<file path="config.mk">
export PLATFORM = sky130hd
export DESIGN_NAME = arm_instruction_decoder_top_flat
export DESIGN_NICKNAME = d
export VERILOG_FILES = /design/src/rtl/aid_pkg.sv /design/src/rtl/aid_if.sv /design/src/rtl/aid_decode.sv /design/src/rtl/arm_instruction_decoder_top.sv /design/src/flat_wrapper.sv
export SDC_FILE = /design/constraint.sdc
export NUM_CORES = 1
export LEC_CHECK = 0
export BUFFER_PORTS_ARGS = -buffer_cell sky130_fd_sc_hd__clkbuf_2
export CAP_MARGIN = 20
export CORE_MARGIN = 3
export CORE_UTILIZATION = 63
export CTS_CLUSTER_SIZE = 20
export DETAILED_ROUTE_END_ITERATION = 10
export HOLD_SLACK_MARGIN = 0.12
export PLACE_DENSITY = 0.87
export SLEW_MARGIN = 0
export SYNTH_ARGS = -nofsm -noshare
export SYNTH_HDL_FRONTEND = slang
export SYNTH_SLANG_ARGS = --single-unit
</file>
<file path="constraint.sdc">
create_clock -name clock -period 10.4 [get_ports clock]
set_input_delay 2.08 -clock clock [delete_from_list [all_inputs] [get_ports clock]]
set_output_delay 2.08 -clock clock [all_outputs]
set_load 0.02 [all_outputs]
</file>
<file path="src/rtl/aid_pkg.sv">
package aid_pkg;

   // field widths
   localparam int WORD_W = 32;
   localparam int ADDR_W = 64;
   localparam int MN_W   = 6;
   localparam int REG_W  = 5;

   // mnemonic codes
   localparam logic [MN_W-1:0] MN_UNKNOWN   = 6'd0;
   localparam logic [MN_W-1:0] MN_B         = 6'd1;
   localparam logic [MN_W-1:0] MN_BL        = 6'd2;
   localparam logic [MN_W-1:0] MN_BX        = 6'd3;
   localparam logic [MN_W-1:0] MN_BLX       = 6'd4;
   localparam logic [MN_W-1:0] MN_LDR       = 6'd5;
   localparam logic [MN_W-1:0] MN_LDRB      = 6'd6;
   localparam logic [MN_W-1:0] MN_STR       = 6'd7;
   localparam logic [MN_W-1:0] MN_STRB      = 6'd8;
   localparam logic [MN_W-1:0] MN_LDRSH     = 6'd9;
   localparam logic [MN_W-1:0] MN_LDRSB     = 6'd10;
   localparam logic [MN_W-1:0] MN_LDRH      = 6'd11;
   localparam logic [MN_W-1:0] MN_STRH      = 6'd12;
   localparam logic [MN_W-1:0] MN_LDM       = 6'd13;
   localparam logic [MN_W-1:0] MN_STM       = 6'd14;
   localparam logic [MN_W-1:0] MN_VMOV_RRD  = 6'd15;
   localparam logic [MN_W-1:0] MN_VMOV_DRR  = 6'd16;
   localparam logic [MN_W-1:0] MN_VMOV_F    = 6'd17;
   localparam logic [MN_W-1:0] MN_VMOV_RS   = 6'd18;
   localparam logic [MN_W-1:0] MN_VMOV_SR   = 6'd19;
   localparam logic [MN_W-1:0] MN_SCVTF     = 6'd20;
   localparam logic [MN_W-1:0] MN_UCVTF     = 6'd21;
   localparam logic [MN_W-1:0] MN_FCVTNS    = 6'd22;
   localparam logic [MN_W-1:0] MN_VLDR      = 6'd23;
   localparam logic [MN_W-1:0] MN_VSTR      = 6'd24;
   localparam logic [MN_W-1:0] MN_SVC       = 6'd25;
   localparam logic [MN_W-1:0] MN_MUL       = 6'd26;
   localparam logic [MN_W-1:0] MN_MOVW      = 6'd27;
   localparam logic [MN_W-1:0] MN_MOVT      = 6'd28;
   localparam logic [MN_W-1:0] MN_ALU_BASE  = 6'd29;
   localparam logic [MN_W-1:0] MN_VADD      = 6'd45;
   localparam logic [MN_W-1:0] MN_VSUB      = 6'd46;
   localparam logic [MN_W-1:0] MN_VMUL      = 6'd47;
   localparam logic [MN_W-1:0] MN_VDIV      = 6'd48;

   // alu opcodes that need special handling
   localparam logic [3:0] OPC_TST = 4'd8;
   localparam logic [3:0] OPC_CMN = 4'd11;
   localparam logic [3:0] OPC_MOV = 4'd13;
   localparam logic [3:0] OPC_MVN = 4'd15;

   // decode masks and match patterns
   localparam logic [31:0] BR_MASK      = 32'h0e000000;
   localparam logic [31:0] BR_MATCH     = 32'h0a000000;
   localparam logic [31:0] BX_MASK      = 32'h0ffffff0;
   localparam logic [31:0] BX_MATCH     = 32'h012fff10;
   localparam logic [31:0] BLX_MATCH    = 32'h012fff30;
   localparam logic [31:0] HW_MASK      = 32'h0e000090;
   localparam logic [31:0] HW_MATCH     = 32'h00000090;
   localparam logic [31:0] VM_MASK      = 32'h0ff00f10;
   localparam logic [31:0] VPAIR_A      = 32'h0c400b10;
   localparam logic [31:0] VPAIR_B      = 32'h0c500b10;
   localparam logic [31:0] VMOVF_MASK   = 32'h0fbf0fd0;
   localparam logic [31:0] VMOVF_S      = 32'h0eb00a40;
   localparam logic [31:0] VMOVF_D      = 32'h0eb00b40;
   localparam logic [31:0] VSGL_MASK    = 32'h0fb00f10;
   localparam logic [31:0] VSGL_TO      = 32'h0e000a10;
   localparam logic [31:0] VSGL_FROM    = 32'h0e100a10;
   localparam logic [31:0] CVT_S        = 32'h0e000b10;
   localparam logic [31:0] CVT_U        = 32'h0e400b10;
   localparam logic [31:0] CVT_NS       = 32'h0e100b10;
   localparam logic [31:0] MUL_MASK     = 32'h0fe000f0;
   localparam logic [31:0] MUL_MATCH    = 32'h00000090;
   localparam logic [31:0] MOV16_MASK   = 32'h0ff00000;
   localparam logic [31:0] MOVW_MATCH   = 32'h03000000;
   localparam logic [31:0] MOVT_MATCH   = 32'h03400000;
   localparam logic [31:0] VAR_MASK     = 32'h0fb00e50;
   localparam logic [31:0] VADD_MATCH   = 32'h0e300a00;
   localparam logic [31:0] VSUB_MATCH   = 32'h0e300a40;
   localparam logic [31:0] VMUL_MATCH   = 32'h0e200a00;
   localparam logic [31:0] VDIV_MATCH   = 32'h0e800a00;

   typedef struct packed {
      logic [WORD_W-1:0] instruction_word;
      logic [ADDR_W-1:0] instruction_address;
   } req_type;

   typedef struct packed {
      logic [MN_W-1:0]   mnemonic;
      logic [3:0]        condition;
      logic [REG_W-1:0]  reg_a;
      logic [REG_W-1:0]  reg_b;
      logic [REG_W-1:0]  reg_c;
      logic [ADDR_W-1:0] operand_value;
      logic              offset_down;
      logic              writeback;
      logic              pre_index;
      logic              flag_update;
      logic              double_precision;
      logic              operand_is_immediate;
   } rsp_type;

   // vfp register number: single is {field, x}, double is {x, field}
   function automatic logic [REG_W-1:0] vfp_reg(input logic [3:0] f, input logic x,
                                                input logic dbl);
      return dbl ? {x, f} : {f, x};
   endfunction

endpackage

</file>
<file path="src/rtl/aid_if.sv">
interface aid_req_if;
   import aid_pkg::*;
   logic    valid;
   logic    ready;
   req_type data;
   modport source(output valid, output data, input ready);
   modport sink(input valid, input data, output ready);
endinterface

interface aid_rsp_if;
   import aid_pkg::*;
   logic    valid;
   logic    ready;
   rsp_type data;
   modport source(output valid, output data, input ready);
   modport sink(input valid, input data, output ready);
endinterface

</file>
<file path="src/rtl/aid_decode.sv">
module aid_decode (
   input  aid_pkg::req_type req,
   output aid_pkg::rsp_type rsp
);
   import aid_pkg::*;

   logic [31:0]     w;
   logic [31:0]     m;
   logic            load, up, pre, wbit;
   logic [MN_W-1:0] hw_mn;
   logic [63:0]     br_target;
   logic [63:0]     rot_pair;
   logic [31:0]     rot_imm;
   logic [3:0]      opc;
   logic            is_cmp;
   logic [MN_W-1:0] var_mn;

   assign w    = req.instruction_word;
   assign m    = w & VM_MASK;
   assign load = w[20];
   assign up   = w[23];
   assign pre  = w[24];
   assign wbit = w[21];

   // branch target: address + 8 + sign-extended word offset
   assign br_target = req.instruction_address + 64'd8 + {{38{w[23]}}, w[23:0], 2'b00};

   // rotated alu immediate
   assign rot_pair = {w[7:0] == 8'd0 ? 32'd0 : {24'd0, w[7:0]}, 24'd0, w[7:0]}
                     >> {w[11:8], 1'b0};
   assign rot_imm  = rot_pair[31:0];

   assign opc    = w[24:21];
   assign is_cmp = (opc >= OPC_TST) && (opc <= OPC_CMN);

   // halfword and signed transfer selection
   always_comb begin
      hw_mn = MN_UNKNOWN;
      if (load && w[6])
         hw_mn = w[5] ? MN_LDRSH : MN_LDRSB;
      else if (load && w[5])
         hw_mn = MN_LDRH;
      else if (!load && !w[6] && w[5])
         hw_mn = MN_STRH;
   end

   // vfp arithmetic selection
   always_comb begin
      case (w & VAR_MASK)
         VADD_MATCH: var_mn = MN_VADD;
         VSUB_MATCH: var_mn = MN_VSUB;
         VMUL_MATCH: var_mn = MN_VMUL;
         VDIV_MATCH: var_mn = MN_VDIV;
         default:    var_mn = MN_UNKNOWN;
      endcase
   end

   // priority decode, first matching pattern wins
   always_comb begin
      rsp           = '0;
      rsp.condition = w[31:28];
      if ((w & BR_MASK) == BR_MATCH) begin
         rsp.mnemonic      = pre ? MN_BL : MN_B;
         rsp.operand_value = br_target;
      end else if ((w & BX_MASK) == BX_MATCH || (w & BX_MASK) == BLX_MATCH) begin
         rsp.mnemonic = w[5] ? MN_BLX : MN_BX;
         rsp.reg_a    = {1'b0, w[3:0]};
      end else if (w[27:26] == 2'b01) begin
         rsp.mnemonic      = load ? (w[22] ? MN_LDRB : MN_LDR) : (w[22] ? MN_STRB : MN_STR);
         rsp.reg_a         = {1'b0, w[15:12]};
         rsp.reg_b         = {1'b0, w[19:16]};
         rsp.operand_value = {52'd0, w[11:0]};
         rsp.offset_down   = !up;
         rsp.pre_index     = pre;
         rsp.writeback     = pre ? wbit : 1'b1;
      end else if ((w & HW_MASK) == HW_MATCH && hw_mn != MN_UNKNOWN) begin
         rsp.mnemonic      = hw_mn;
         rsp.reg_a         = {1'b0, w[15:12]};
         rsp.reg_b         = {1'b0, w[19:16]};
         rsp.operand_value = {56'd0, w[11:8], w[3:0]};
         rsp.pre_index     = 1'b1;
      end else if (w[27:25] == 3'b100) begin
         rsp.mnemonic      = load ? MN_LDM : MN_STM;
         rsp.reg_b         = {1'b0, w[19:16]};
         rsp.operand_value = {48'd0, w[15:0]};
         rsp.offset_down   = !up;
         rsp.pre_index     = pre;
         rsp.writeback     = wbit;
      end else if (m == VPAIR_A || m == VPAIR_B) begin
         rsp.mnemonic         = load ? MN_VMOV_RRD : MN_VMOV_DRR;
         rsp.reg_a            = {1'b0, w[15:12]};
         rsp.reg_b            = {1'b0, w[19:16]};
         rsp.reg_c            = vfp_reg(w[3:0], w[5], 1'b1);
         rsp.double_precision = 1'b1;
      end else if ((w & VMOVF_MASK) == VMOVF_S || (w & VMOVF_MASK) == VMOVF_D) begin
         rsp.mnemonic         = MN_VMOV_F;
         rsp.reg_a            = vfp_reg(w[15:12], w[22], w[8]);
         rsp.reg_b            = vfp_reg(w[3:0], w[5], w[8]);
         rsp.double_precision = w[8];
      end else if ((w & VSGL_MASK) == VSGL_TO || (w & VSGL_MASK) == VSGL_FROM) begin
         rsp.mnemonic = load ? MN_VMOV_RS : MN_VMOV_SR;
         rsp.reg_a    = {1'b0, w[15:12]};
         rsp.reg_b    = vfp_reg(w[19:16], w[7], 1'b0);
      end else if (m == CVT_S || m == CVT_U) begin
         rsp.mnemonic         = w[22] ? MN_UCVTF : MN_SCVTF;
         rsp.reg_a            = vfp_reg(w[15:12], w[22], w[7]);
         rsp.reg_b            = {1'b0, w[19:16]};
         rsp.double_precision = w[7];
      end else if (m == CVT_NS) begin
         rsp.mnemonic         = MN_FCVTNS;
         rsp.reg_a            = {1'b0, w[15:12]};
         rsp.reg_b            = vfp_reg(w[3:0], w[5], w[7]);
         rsp.double_precision = w[7];
      end else if (w[27:24] == 4'b1101 && w[11:8] >= 4'ha) begin
         rsp.mnemonic         = load ? MN_VLDR : MN_VSTR;
         rsp.reg_a            = vfp_reg(w[15:12], w[22], w[8]);
         rsp.reg_b            = {1'b0, w[19:16]};
         rsp.operand_value    = {54'd0, w[7:0], 2'b00};
         rsp.offset_down      = !up;
         rsp.pre_index        = 1'b1;
         rsp.double_precision = w[8];
      end else if (w[27:24] == 4'b1111) begin
         rsp.mnemonic      = MN_SVC;
         rsp.operand_value = {40'd0, w[23:0]};
      end else if ((w & MUL_MASK) == MUL_MATCH) begin
         rsp.mnemonic      = MN_MUL;
         rsp.reg_a         = {1'b0, w[19:16]};
         rsp.reg_b         = {1'b0, w[3:0]};
         rsp.reg_c         = {1'b0, w[11:8]};
         rsp.operand_value = {60'd0, w[15:12]};
      end else if ((w & MOV16_MASK) == MOVW_MATCH || (w & MOV16_MASK) == MOVT_MATCH) begin
         rsp.mnemonic      = w[22] ? MN_MOVT : MN_MOVW;
         rsp.reg_a         = {1'b0, w[15:12]};
         rsp.operand_value = {48'd0, w[19:16], w[11:0]};
      end else if (w[27:26] == 2'b00) begin
         rsp.mnemonic             = MN_ALU_BASE + {2'b00, opc};
         rsp.reg_a                = is_cmp ? '0 : {1'b0, w[15:12]};
         rsp.reg_b                = (opc == OPC_MOV || opc == OPC_MVN) ? '0
                                                                     : {1'b0, w[19:16]};
         rsp.reg_c                = w[25] ? '0 : {1'b0, w[3:0]};
         rsp.operand_value        = w[25] ? {32'd0, rot_imm} : '0;
         rsp.flag_update          = load && !is_cmp;
         rsp.operand_is_immediate = w[25];
      end else if (var_mn != MN_UNKNOWN) begin
         rsp.mnemonic         = var_mn;
         rsp.reg_a            = vfp_reg(w[15:12], w[22], w[8]);
         rsp.reg_b            = vfp_reg(w[19:16], w[7], w[8]);
         rsp.reg_c            = vfp_reg(w[3:0], w[5], w[8]);
         rsp.double_precision = w[8];
      end
   end

endmodule

</file>
<file path="src/rtl/arm_instruction_decoder_top.sv">
// A32 decoder: input register, one level of decode logic, result register.
// Each request is held in the input register, decoded, and its result is
// held in the result register, from which rsp is driven.
// Throughput: one instruction per cycle while rsp is ready; the decode logic and the 64-bit
// branch-target adder sit between the two registers.
// Reset (synchronous, active high) clears both valid flags; payloads are not reset.
module arm_instruction_decoder_top (
   input logic      clock,
   input logic      reset,
   aid_req_if.sink  req_if,
   aid_rsp_if.source rsp_if
);
   import aid_pkg::*;

   logic    in_valid_ff, in_valid_in;
   req_type in_data_ff;
   logic    out_valid_ff, out_valid_in;
   rsp_type out_data_ff;
   rsp_type dec_rsp;
   logic    out_load;
   logic    in_load;

   // decode of the held request
   aid_decode u_decode (
      .req (in_data_ff),
      .rsp (dec_rsp)
   );

   // pipeline advance
   assign out_load     = in_valid_ff && (!out_valid_ff || rsp_if.ready);
   assign in_load      = req_if.valid && req_if.ready;
   assign req_if.ready = !in_valid_ff || out_load;
   assign in_valid_in  = in_load || (in_valid_ff && !out_load);
   assign out_valid_in = out_load || (out_valid_ff && !rsp_if.ready);

   // valid flags
   always_ff @(posedge clock) begin
      if (reset) begin
         in_valid_ff  <= 1'b0;
         out_valid_ff <= 1'b0;
      end else begin
         in_valid_ff  <= in_valid_in;
         out_valid_ff <= out_valid_in;
      end
   end

   // payload registers
   always_ff @(posedge clock) begin
      if (in_load) begin
         in_data_ff <= req_if.data;
      end
      if (out_load) begin
         out_data_ff <= dec_rsp;
      end
   end

   assign rsp_if.valid = out_valid_ff;
   assign rsp_if.data  = out_data_ff;

endmodule

</file>
<file path="src/flat_wrapper.sv">
// flat-port wrapper written by rule: the top's interface ports become plain ports
module arm_instruction_decoder_top_flat import aid_pkg::*;
  (clock, reset, req_if_valid, req_if_data, req_if_ready, rsp_if_valid, rsp_if_data, rsp_if_ready);
  aid_req_if req_if_i ();
  aid_rsp_if rsp_if_i ();
  input logic clock;
  input logic reset;
  input wire logic [$bits(req_if_i.valid)-1:0] req_if_valid;
  input wire logic [$bits(req_if_i.data)-1:0] req_if_data;
  output wire logic [$bits(req_if_i.ready)-1:0] req_if_ready;
  output wire logic [$bits(rsp_if_i.valid)-1:0] rsp_if_valid;
  output wire logic [$bits(rsp_if_i.data)-1:0] rsp_if_data;
  input wire logic [$bits(rsp_if_i.ready)-1:0] rsp_if_ready;
  assign req_if_i.valid = req_if_valid;
  assign req_if_i.data = req_if_data;
  assign req_if_ready = req_if_i.ready;
  assign rsp_if_valid = rsp_if_i.valid;
  assign rsp_if_data = rsp_if_i.data;
  assign rsp_if_i.ready = rsp_if_ready;
  arm_instruction_decoder_top u_core (.clock(clock), .reset(reset), .req_if(req_if_i), .rsp_if(rsp_if_i));
endmodule
</file>
==> results of run 1 <==
where the power goes:
group          internal [uW]  switching [uW]  total [uW]
clock network            350             342         692
registers                910            37.1         947
logic                    205             359         564
total                   1460             738        2200
kinds of logic (layout without fill, tap and decap cells):
kind of cell    Yosys count  in the layout
simple gates            440            440
buf+inv                 122            282
fa+ha+maj               128            128
compound gates          433            433
mux                      12             12
flops                   193            193
xor+xnor                 56             56
routing by layer:
layer	track usage	share of wire	wire [microns]
met5	0	0	0
met4	0.125	0.033	1350
met3	0.0855	0.11	4700
met2	0.537	0.45	18800
met1	0.481	0.40	16700
area by class of cell:
type	count	area, sq um
Clock inverter	14	181
Timing Repair Buffer	212	1100
Multi-Input combinational cell	1069	7160
Inverter	38	143
Sequential cell	193	5780
Clock buffer	18	429
Fill cell	1477	5490
Tap cell	270	338
state kept, by name, summed over array words and instances (netlist names):
signal / flops
u_core.rsp_if.data: 95
u_core.in_valid_ff: 1
u_core.rsp_if.valid: 1
u_core.in_data_ff: 96
critical path, stage by stage:
cell and delay (ns):
clkbuf_2 0.08, nor2b_1 0.32, nand2_1 0.15, clkbuf_2 0.18
per-stage QoR:
step	cell area (sq um)	hold WS, ns	cells	setup slack, ns
floorplan	13500	0.400	1384	3.47
global placement	14500	0.402	1782	5.58
detailed placement	14500	0.407	1782	5.53
CTS	15100	0.424	1814	5.51
global route	15100	0.429	1814	5.44
finish	15100	0.426	1814	5.51
cell usage in the layout, fill, tap and decap left out, drive strengths merged, types with 10 or more instances in the layout:
master and count:
clkbuf 214, edfxtp 191, nand2 134, nor2 129, ha 127, a21oi 112, o21ai 102, inv 47
xnor2 33, a21o 33, nor3 32, nand4 28, nand3 25, xor2 23, nor2b 18, a31oi 18
a22oi 17, buf 16, o21a 15, o211ai 13, a211oi 13, or3 13, o22ai 12, a221oi 12
o31ai 12, a221o 11, nor4 11, o21bai 10, nand2b 10, and2 10
final timing paths:
kind | start | to | slack [ns] | depth (start not counted)
setup / recovery | rsp_if_ready | req_if_ready | 5.51 | 4
setup reg to reg | u_core.in_data_ff[76] | u_core.rsp_if.data[66] | 5.91 | 11
hold / removal | u_core.in_data_ff[95] | u_core.rsp_if.data[88] | 0.43 | 0
hold reg to reg | u_core.in_data_ff[95] | u_core.rsp_if.data[88] | 0.43 | 0
==> flow_summary.ini, run 1 <==
[synthesis]
synthSimpleGateAreaFrac = 0.157
syn_nets = 1612
ys_warn_count = 0
synth_area_sq_um = 13500
synth_top_family_by_area = compound AO/OA/AOI/OAI gates
synth_cells = 1384
synth_top_area_share = 0.426
ys_seq_elements = 193
ys_types = 78
synthXorXnorAreaFrac = 0.0364
yosysSeqAreaShare = 0.428
synth_top_area_cell = edfxtp_1
synthAdderAreaFrac = 0.119
synth_compound_area_frac = 0.208
syn_avg_cell_area_sq_um = 9.74
synthTopCellsByCount = edfxtp_1, nand2_1, nor2_1
synth-main-ff-cell = edfxtp_1
synth-async-reset-ratio = 0
synthMuxAreaShare = 0.00928
synthTopCellsByArea = edfxtp_1, ha_1, a21oi_1, nand2_1, o21ai_0
synth-edff-count = 191
synth_most_common_cell = edfxtp_1

[sta]
fin_crit_sh = 0.470
relSlewSlack = 0.270
finalClockSkew_ns = 0.0145
finalSetupTns_ns = 0
clock.fmax_mhz = 205
tightest_slew_ns = 1.09
setup_violations = 0
maxSlewViolCount = 0
fin_crit_ns = 4.89
rsz0062_at_grt = false
hold_violations = 0

[die]
die_area_sq_um = 23200
die_w_microns = 152
top_level_ports = 197
rows = 52
core_area_sq_um = 20600
start_util = 0.654
die_h_microns = 152

[clock_network]
cts_sinks = 193
cts_tree = yes
insertion_delay_ns = 0.45
cts_made_buffers = 17
post_cts_buffers = 0
clk_pin_slew_worst_paths_ns = 0.08
ctsHoldBuffers = 0
cts_resized = 0
clockRootBuffer = clkbuf_16
htreeDepth = 4
ctsLongestPathBuffers = 2

[global_route]
grt_pass1_vias = 11800
grtUsageTotal = 0.348
grt-ovfl-total = 0
grt_pass1_wl_mm = 64.7
grt_max_degree = 68
antenna_found_initial = 0

[worst_setup_path]
end_kind = output pin
critical_path_class = in2out
cp.arrival_ns = 2.81
required_ns = 8.32
startpoint_type = input port
worstPathMaxFanout = 4

[hold_path]
hold_class = reg2reg

[finish]
nets = 1759
finish.utilization = 0.734
area_growth_pct = 12.3
diodes = 0
drive_gt1_frac = 0.173

[route]
vias = 12300
drtPass1Iterations = 7
dr.first_iter.drc_count = 1830
wirelength_mm = 41.5
drc_errors = 0
avgViaCountPerCell = 6.79
wire_per_inst_microns = 22.9
antenna_left = 0

[place]
routabilityCongestion = 0.980
dp_hpwl_mm = 30.1
port_buffers = 196

[outcome]
outcome = finished clean

[power_and_ir_drop]
power.total_uw = 2200
p_leak_uw = 0.00620
pwr_density_cell_nw_per_um2 = 146
vdd_ir_drop_max_mv = 0.0967

[job]
drv_cap = 0
(Power assumes the default switching activity.)
==> inputs of run 2 (changes only) <==
--- a/config.mk
+++ b/config.mk
@@ -8,11 +8,11 @@
 export BUFFER_PORTS_ARGS = -buffer_cell sky130_fd_sc_hd__clkbuf_2
 export CAP_MARGIN = 20
 export CORE_MARGIN = 3
-export CORE_UTILIZATION = 63
+export CORE_UTILIZATION = 53
 export CTS_CLUSTER_SIZE = 20
 export DETAILED_ROUTE_END_ITERATION = 10
 export HOLD_SLACK_MARGIN = 0.12
-export PLACE_DENSITY = 0.87
+export PLACE_DENSITY = 0.78
 export SLEW_MARGIN = 0
 export SYNTH_ARGS = -nofsm -noshare
 export SYNTH_HDL_FRONTEND = slang
==> constraint.sdc (replaced) <==
create_clock -name clock -period 4.15 [get_ports clock]
set_input_delay 0.83 -clock clock [delete_from_list [all_inputs] [get_ports clock]]
set_output_delay 0.83 -clock clock [all_outputs]
set_load 0.02 [all_outputs]
==> flow_summary.ini, run 2 (synthesis results as in run 1) <==
[global_route]
grt_pass1_vias = 11400
grt-ovfl-total = 0
antenna_found_initial = 1
grt_pass1_wl_mm = 63.5
grtUsageTotal = 0.301
grt_max_degree = 97

[worst_setup_path]
regToRegSetupSlack_ns = 0.31
crit_path_frequent_cell = inv_1
crit_chain = inv_1 > ha_1 > inv_1 > ha_1 > inv_1 > fa_1 > nor2b_1 > o2111ai_1 > a31o_2 > o21ai_1 > a21oi_1 > o21ai_1 > a221oi_1 > xnor2_1 > nor2_1
worst-path-buf-inv = 3
cp_slowest_stage_delay_ns = 0.47
required_ns = 4.34
cp-startpoint = u_core.in_data_ff[65]
reg2reg_to = u_core.rsp_if.data[69]
crit_family = compound AO/OA/AOI/OAI gates
end_kind = flop
worst-path-stages = 15
cp_slowest_cell = o21ai_1
endpoint = u_core.rsp_if.data[69]
cp.arrival_ns = 4.03
critical_path_class = reg2reg
startpoint_type = flop
worstPathMaxFanout = 5
ff2ff_path_depth = 15
r2r-start = u_core.in_data_ff[65]

[clock_network]
ctsHoldBuffers = 0
clk_pin_slew_worst_paths_ns = 0.07
cts_made_buffers = 17
cts_tree = yes
ctsLongestPathBuffers = 2
cts_resized = 0
post_cts_buffers = 0
insertion_delay_ns = 0.45
htreeDepth = 4
cts_sinks = 193
clockRootBuffer = clkbuf_16

[route]
antenna_left = 0
drc_errors = 0
drtPass1Iterations = 7
wire_per_inst_microns = 21.7
wirelength_mm = 41.3
avgViaCountPerCell = 6.31
dr.first_iter.drc_count = 1472
vias = 12000

[place]
place_ws_ns = 0.392
port_buffers = 196
dp_hpwl_mm = 31.1
routabilityCongestion = 0.987
placedInstanceArea_sq_um = 14900

[finish]
layout_common_cells = clkbuf_2, edfxtp_1, nand2_1, nor2_1, ha_1
fill_cells = 2088
nets = 1794
max_flop_register = u_core.in_data_ff
largest_reg_flops = 96
layout.cells.most_common = clkbuf_2
regArea_sq_um = 5780
area_growth_pct = 14.7
multi_input_area_sq_um = 7160
drive_gt1_frac = 0.191
fin_area_sq_um = 15500

[power_and_ir_drop]
power.share.clock = 0.310
vdd_ir_drop_max_mv = 0.247
p_leak_uw = 0.00637
p_sw_uw = 1820
p_int_uw = 3700
seq_power_share = 0.423
combPwrFrac = 0.268
switching_share = 0.330
power.total_uw = 5520
pwr_density_cell_nw_per_um2 = 357

[die]
die_area_sq_um = 27400
core_area_sq_um = 24700
rows = 57
die_w_microns = 165
die_h_microns = 165
top_level_ports = 197
start_util = 0.546

[sta]
maxSlewViolCount = 0
clock.fmax_mhz = 260
finalClockSkew_ns = 0.0164
finalSetupTns_ns = 0
fin_crit_sh = 0.926
tightest_slew_ns = 1.06
timing.final.ws_setup_ns = 0.307
fin_crit_ns = 3.84
rsz0062_at_grt = false
hold_violations = 0
setup_violations = 0
relSlewSlack = 0.291

[outcome]
outcome = finished clean

[hold_path]
hold_depth = 0
hold_class = reg2reg
hold_start = u_core.in_data_ff[92]

[job]
drv_cap = 0
## run 2: cell types whose count changed in the layout (fill, tap and decap cells not counted), sizes merged
cell,delta
buf,+35
clkinv,+2
diode,+1
inv,-2
## run 2: area by class of cell
cell class | instances | area share
repair buffers | 247 | 0.0890
clock inverters | 14 | 0.0107
inverters | 38 | 0.00922
flip-flops and latches | 193 | 0.373
well taps | 324 | 0.0262
diodes | 1 | 0.000162
clock buffers | 18 | 0.0284
multi-input cells | 1069 | 0.463
## run 2: routing by layer
| layer | track usage | wire length, microns |
|---|---|---|
| met3 | 0.0466 | 3480 |
| met1 | 0.436 | 18100 |
| met5 | 0 | 0 |
| met2 | 0.457 | 18500 |
| met4 | 0.110 | 1280 |
## run 2: worst min path at each step
stage                             end  slack [ns]
2_1_floorplan  u_core.rsp_if.data[85]        0.40
3_3_place_gp   u_core.rsp_if.data[88]        0.40
3_5_place_dp   u_core.rsp_if.data[85]        0.41
4_1_cts        u_core.rsp_if.data[85]        0.43
5_1_grt        u_core.rsp_if.data[86]        0.43
6_report       u_core.rsp_if.data[85]        0.42
## run 2: worst reg2reg max path, delay by kind of cell (launching register included)
kind,cells,cell delay (ns)
AO/OA/AOI/OAI,6,1.65
AND/OR/NAND/NOR,2,0.22
XOR/XNOR,1,0.22
buffers and inverters,3,0.24
flip-flops,1,0.38
adder cells (fa/ha/maj),3,0.88
## run 2: power groups by stage
stage	registers (uW)	clock network, uW	logic [uW]
floorplan	2440	0	947
global placement	2370	0	1420
detailed placement	2380	0	1440
CTS	2330	1730	1450
global route	2340	1810	1610
finish	2330	1710	1480
## run 2: metrics by stage
step,cells,hold WS [ns],utilization
floorplan,1384,0.400,-
global placement,1871,0.403,0.602
detailed placement,1871,0.408,0.602
CTS,1903,0.425,0.627
global route,1904,0.431,0.627
finish,1904,0.422,0.627
==> inputs of run 3 (changes only) <==
--- a/config.mk
+++ b/config.mk
@@ -13,6 +13,7 @@
 export DETAILED_ROUTE_END_ITERATION = 10
 export HOLD_SLACK_MARGIN = 0.12
 export PLACE_DENSITY = 0.78
+export REMOVE_ABC_BUFFERS = 1
 export SLEW_MARGIN = 0
 export SYNTH_ARGS = -nofsm -noshare
 export SYNTH_HDL_FRONTEND = slang
==> flow_summary.ini, run 3 (synthesis results as in run 1) <==
[global_route]
grt_max_degree = 96
antenna_found_initial = 1
grtUsageTotal = 0.298
grt_pass1_wl_mm = 63.0
grt_pass1_vias = 11200
grt-ovfl-total = 0

[power_and_ir_drop]
switching_share = 0.325
p_sw_uw = 1770
p_int_uw = 3680
seq_power_share = 0.429
pwr_density_cell_nw_per_um2 = 354
p_leak_uw = 0.00635
power.total_uw = 5460
combPwrFrac = 0.266
vdd_ir_drop_max_mv = 0.215
power.share.clock = 0.305

[worst_setup_path]
end_kind = flop
startpoint_type = flop
cp.arrival_ns = 4.01
worstPathMaxFanout = 5
cp-startpoint = u_core.in_data_ff[65]
r2r-start = u_core.in_data_ff[65]
required_ns = 4.30
critical_path_class = reg2reg
ff2ff_path_depth = 15

[finish]
fin_area_sq_um = 15400
layout.cells.most_common = clkbuf_2
nets = 1789
multi_input_area_sq_um = 7170
diodes = 0
regArea_sq_um = 5780
largest_reg_flops = 96
fill_cells = 2142
layout_common_cells = clkbuf_2, edfxtp_1, nand2_1, nor2_1, ha_1
max_flop_register = u_core.in_data_ff
area_growth_pct = 14.4
drive_gt1_frac = 0.189

[sta]
finalClockSkew_ns = 0.0172
rsz0062_at_grt = false
maxSlewViolCount = 0
relSlewSlack = 0.311
tightest_slew_ns = 1.03
hold_violations = 0
fin_crit_sh = 0.929
fin_crit_ns = 3.85
hold_ws_ns = 0.423
setup_violations = 0
clock.fmax_mhz = 259

[route]
wire_per_inst_microns = 21.6
dr.first_iter.drc_count = 1532
drc_errors = 0
wirelength_mm = 41.0
antenna_left = 0
drtPass1Iterations = 6
vias = 12100
avgViaCountPerCell = 6.38

[clock_network]
cts_sinks = 193
clk_pin_slew_worst_paths_ns = 0.07
cts_tree = yes
htreeDepth = 4
ctsLongestPathBuffers = 2
cts_made_buffers = 17
clockRootBuffer = clkbuf_16
insertion_delay_ns = 0.45

[place]
placedInstanceArea_sq_um = 14800
dp_hpwl_mm = 30.6
routabilityCongestion = 0.978
port_buffers = 196

[die]
start_util = 0.546
rows = 57
die_h_microns = 165
die_area_sq_um = 27400
die_w_microns = 165
core_area_sq_um = 24700
top_level_ports = 197

[outcome]
outcome = finished clean

[hold_path]
hold_depth = 0
hold_class = reg2reg
hold_start = u_core.in_data_ff[94]

[job]
drv_cap = 0
## run 3: routing by layer
metal  GRT usage  vias to the layer above  wire length (microns)
met5           0                        -                     13
li1            -                     5597                      -
met4       0.101                        2                   1160
met1       0.438                     5687                  17600
met2       0.447                      721                  18200
met3      0.0519                       93                   4080
## run 3: what timing repair did
item / CTS / global route
hold buffers: 0 / 0
resized for setup: 0 / 3
setup buffers: 0 / 0
endpoints found under the hold margin: 0 / 0
endpoints found under the setup margin: 0 / 3
## run 3: final cells by class
cell class | instances | area share
Multi-Input combinational cell | 1069 | 0.465
Timing Repair Buffer | 242 | 0.0878
Clock inverter | 13 | 0.00900
Clock buffer | 19 | 0.0287
Tap cell | 324 | 0.0263
Inverter | 38 | 0.00925
Sequential cell | 193 | 0.374
## run 3: critical path, stage by stage, from the launching register on
cell,delay [ns]
edfxtp_1,0.40
inv_1,0.10
ha_1,0.22
inv_1,0.06
ha_1,0.19
inv_1,0.08
fa_1,0.47
nor2b_1,0.18
o2111ai_1,0.18
a31o_2,0.28
o21ai_1,0.24
a21oi_1,0.25
o21ai_1,0.47
a221oi_1,0.20
xnor2_1,0.18
nor2_1,0.06
## run 3: power groups by stage
stage / Sequential [uW] / Combinational (uW) / Clock, uW
global route: 2350 / 1590 / 1760
finish: 2340 / 1450 / 1670
CTS: 2340 / 1430 / 1680
global placement: 2380 / 1400 / 0
floorplan: 2480 / 874 / 0
detailed placement: 2380 / 1420 / 0
## run 3: worst paths after layout
check | to | slack, ns
setup / recovery | u_core.rsp_if.data[69] | 0.30
hold / removal | u_core.rsp_if.data[87] | 0.42
setup reg to reg | u_core.rsp_if.data[69] | 0.30
hold reg to reg | u_core.rsp_if.data[87] | 0.42
## run 3: metrics by stage
| stage | util | setup slack (ns) | std cells | TNS (ns) |
|---|---|---|---|---|
| 3_3_place_gp | 0.601 | 0.263 | 1866 | 0 |
| 3_5_place_dp | 0.601 | 0.209 | 1866 | 0 |
| 5_1_grt | 0.625 | 0.0608 | 1898 | 0 |
| 6_report | 0.625 | 0.296 | 1898 | 0 |
| 2_1_floorplan | - | -1.53 | 1300 | -145.30 |
| 4_1_cts | 0.625 | 0.145 | 1898 | 0 |
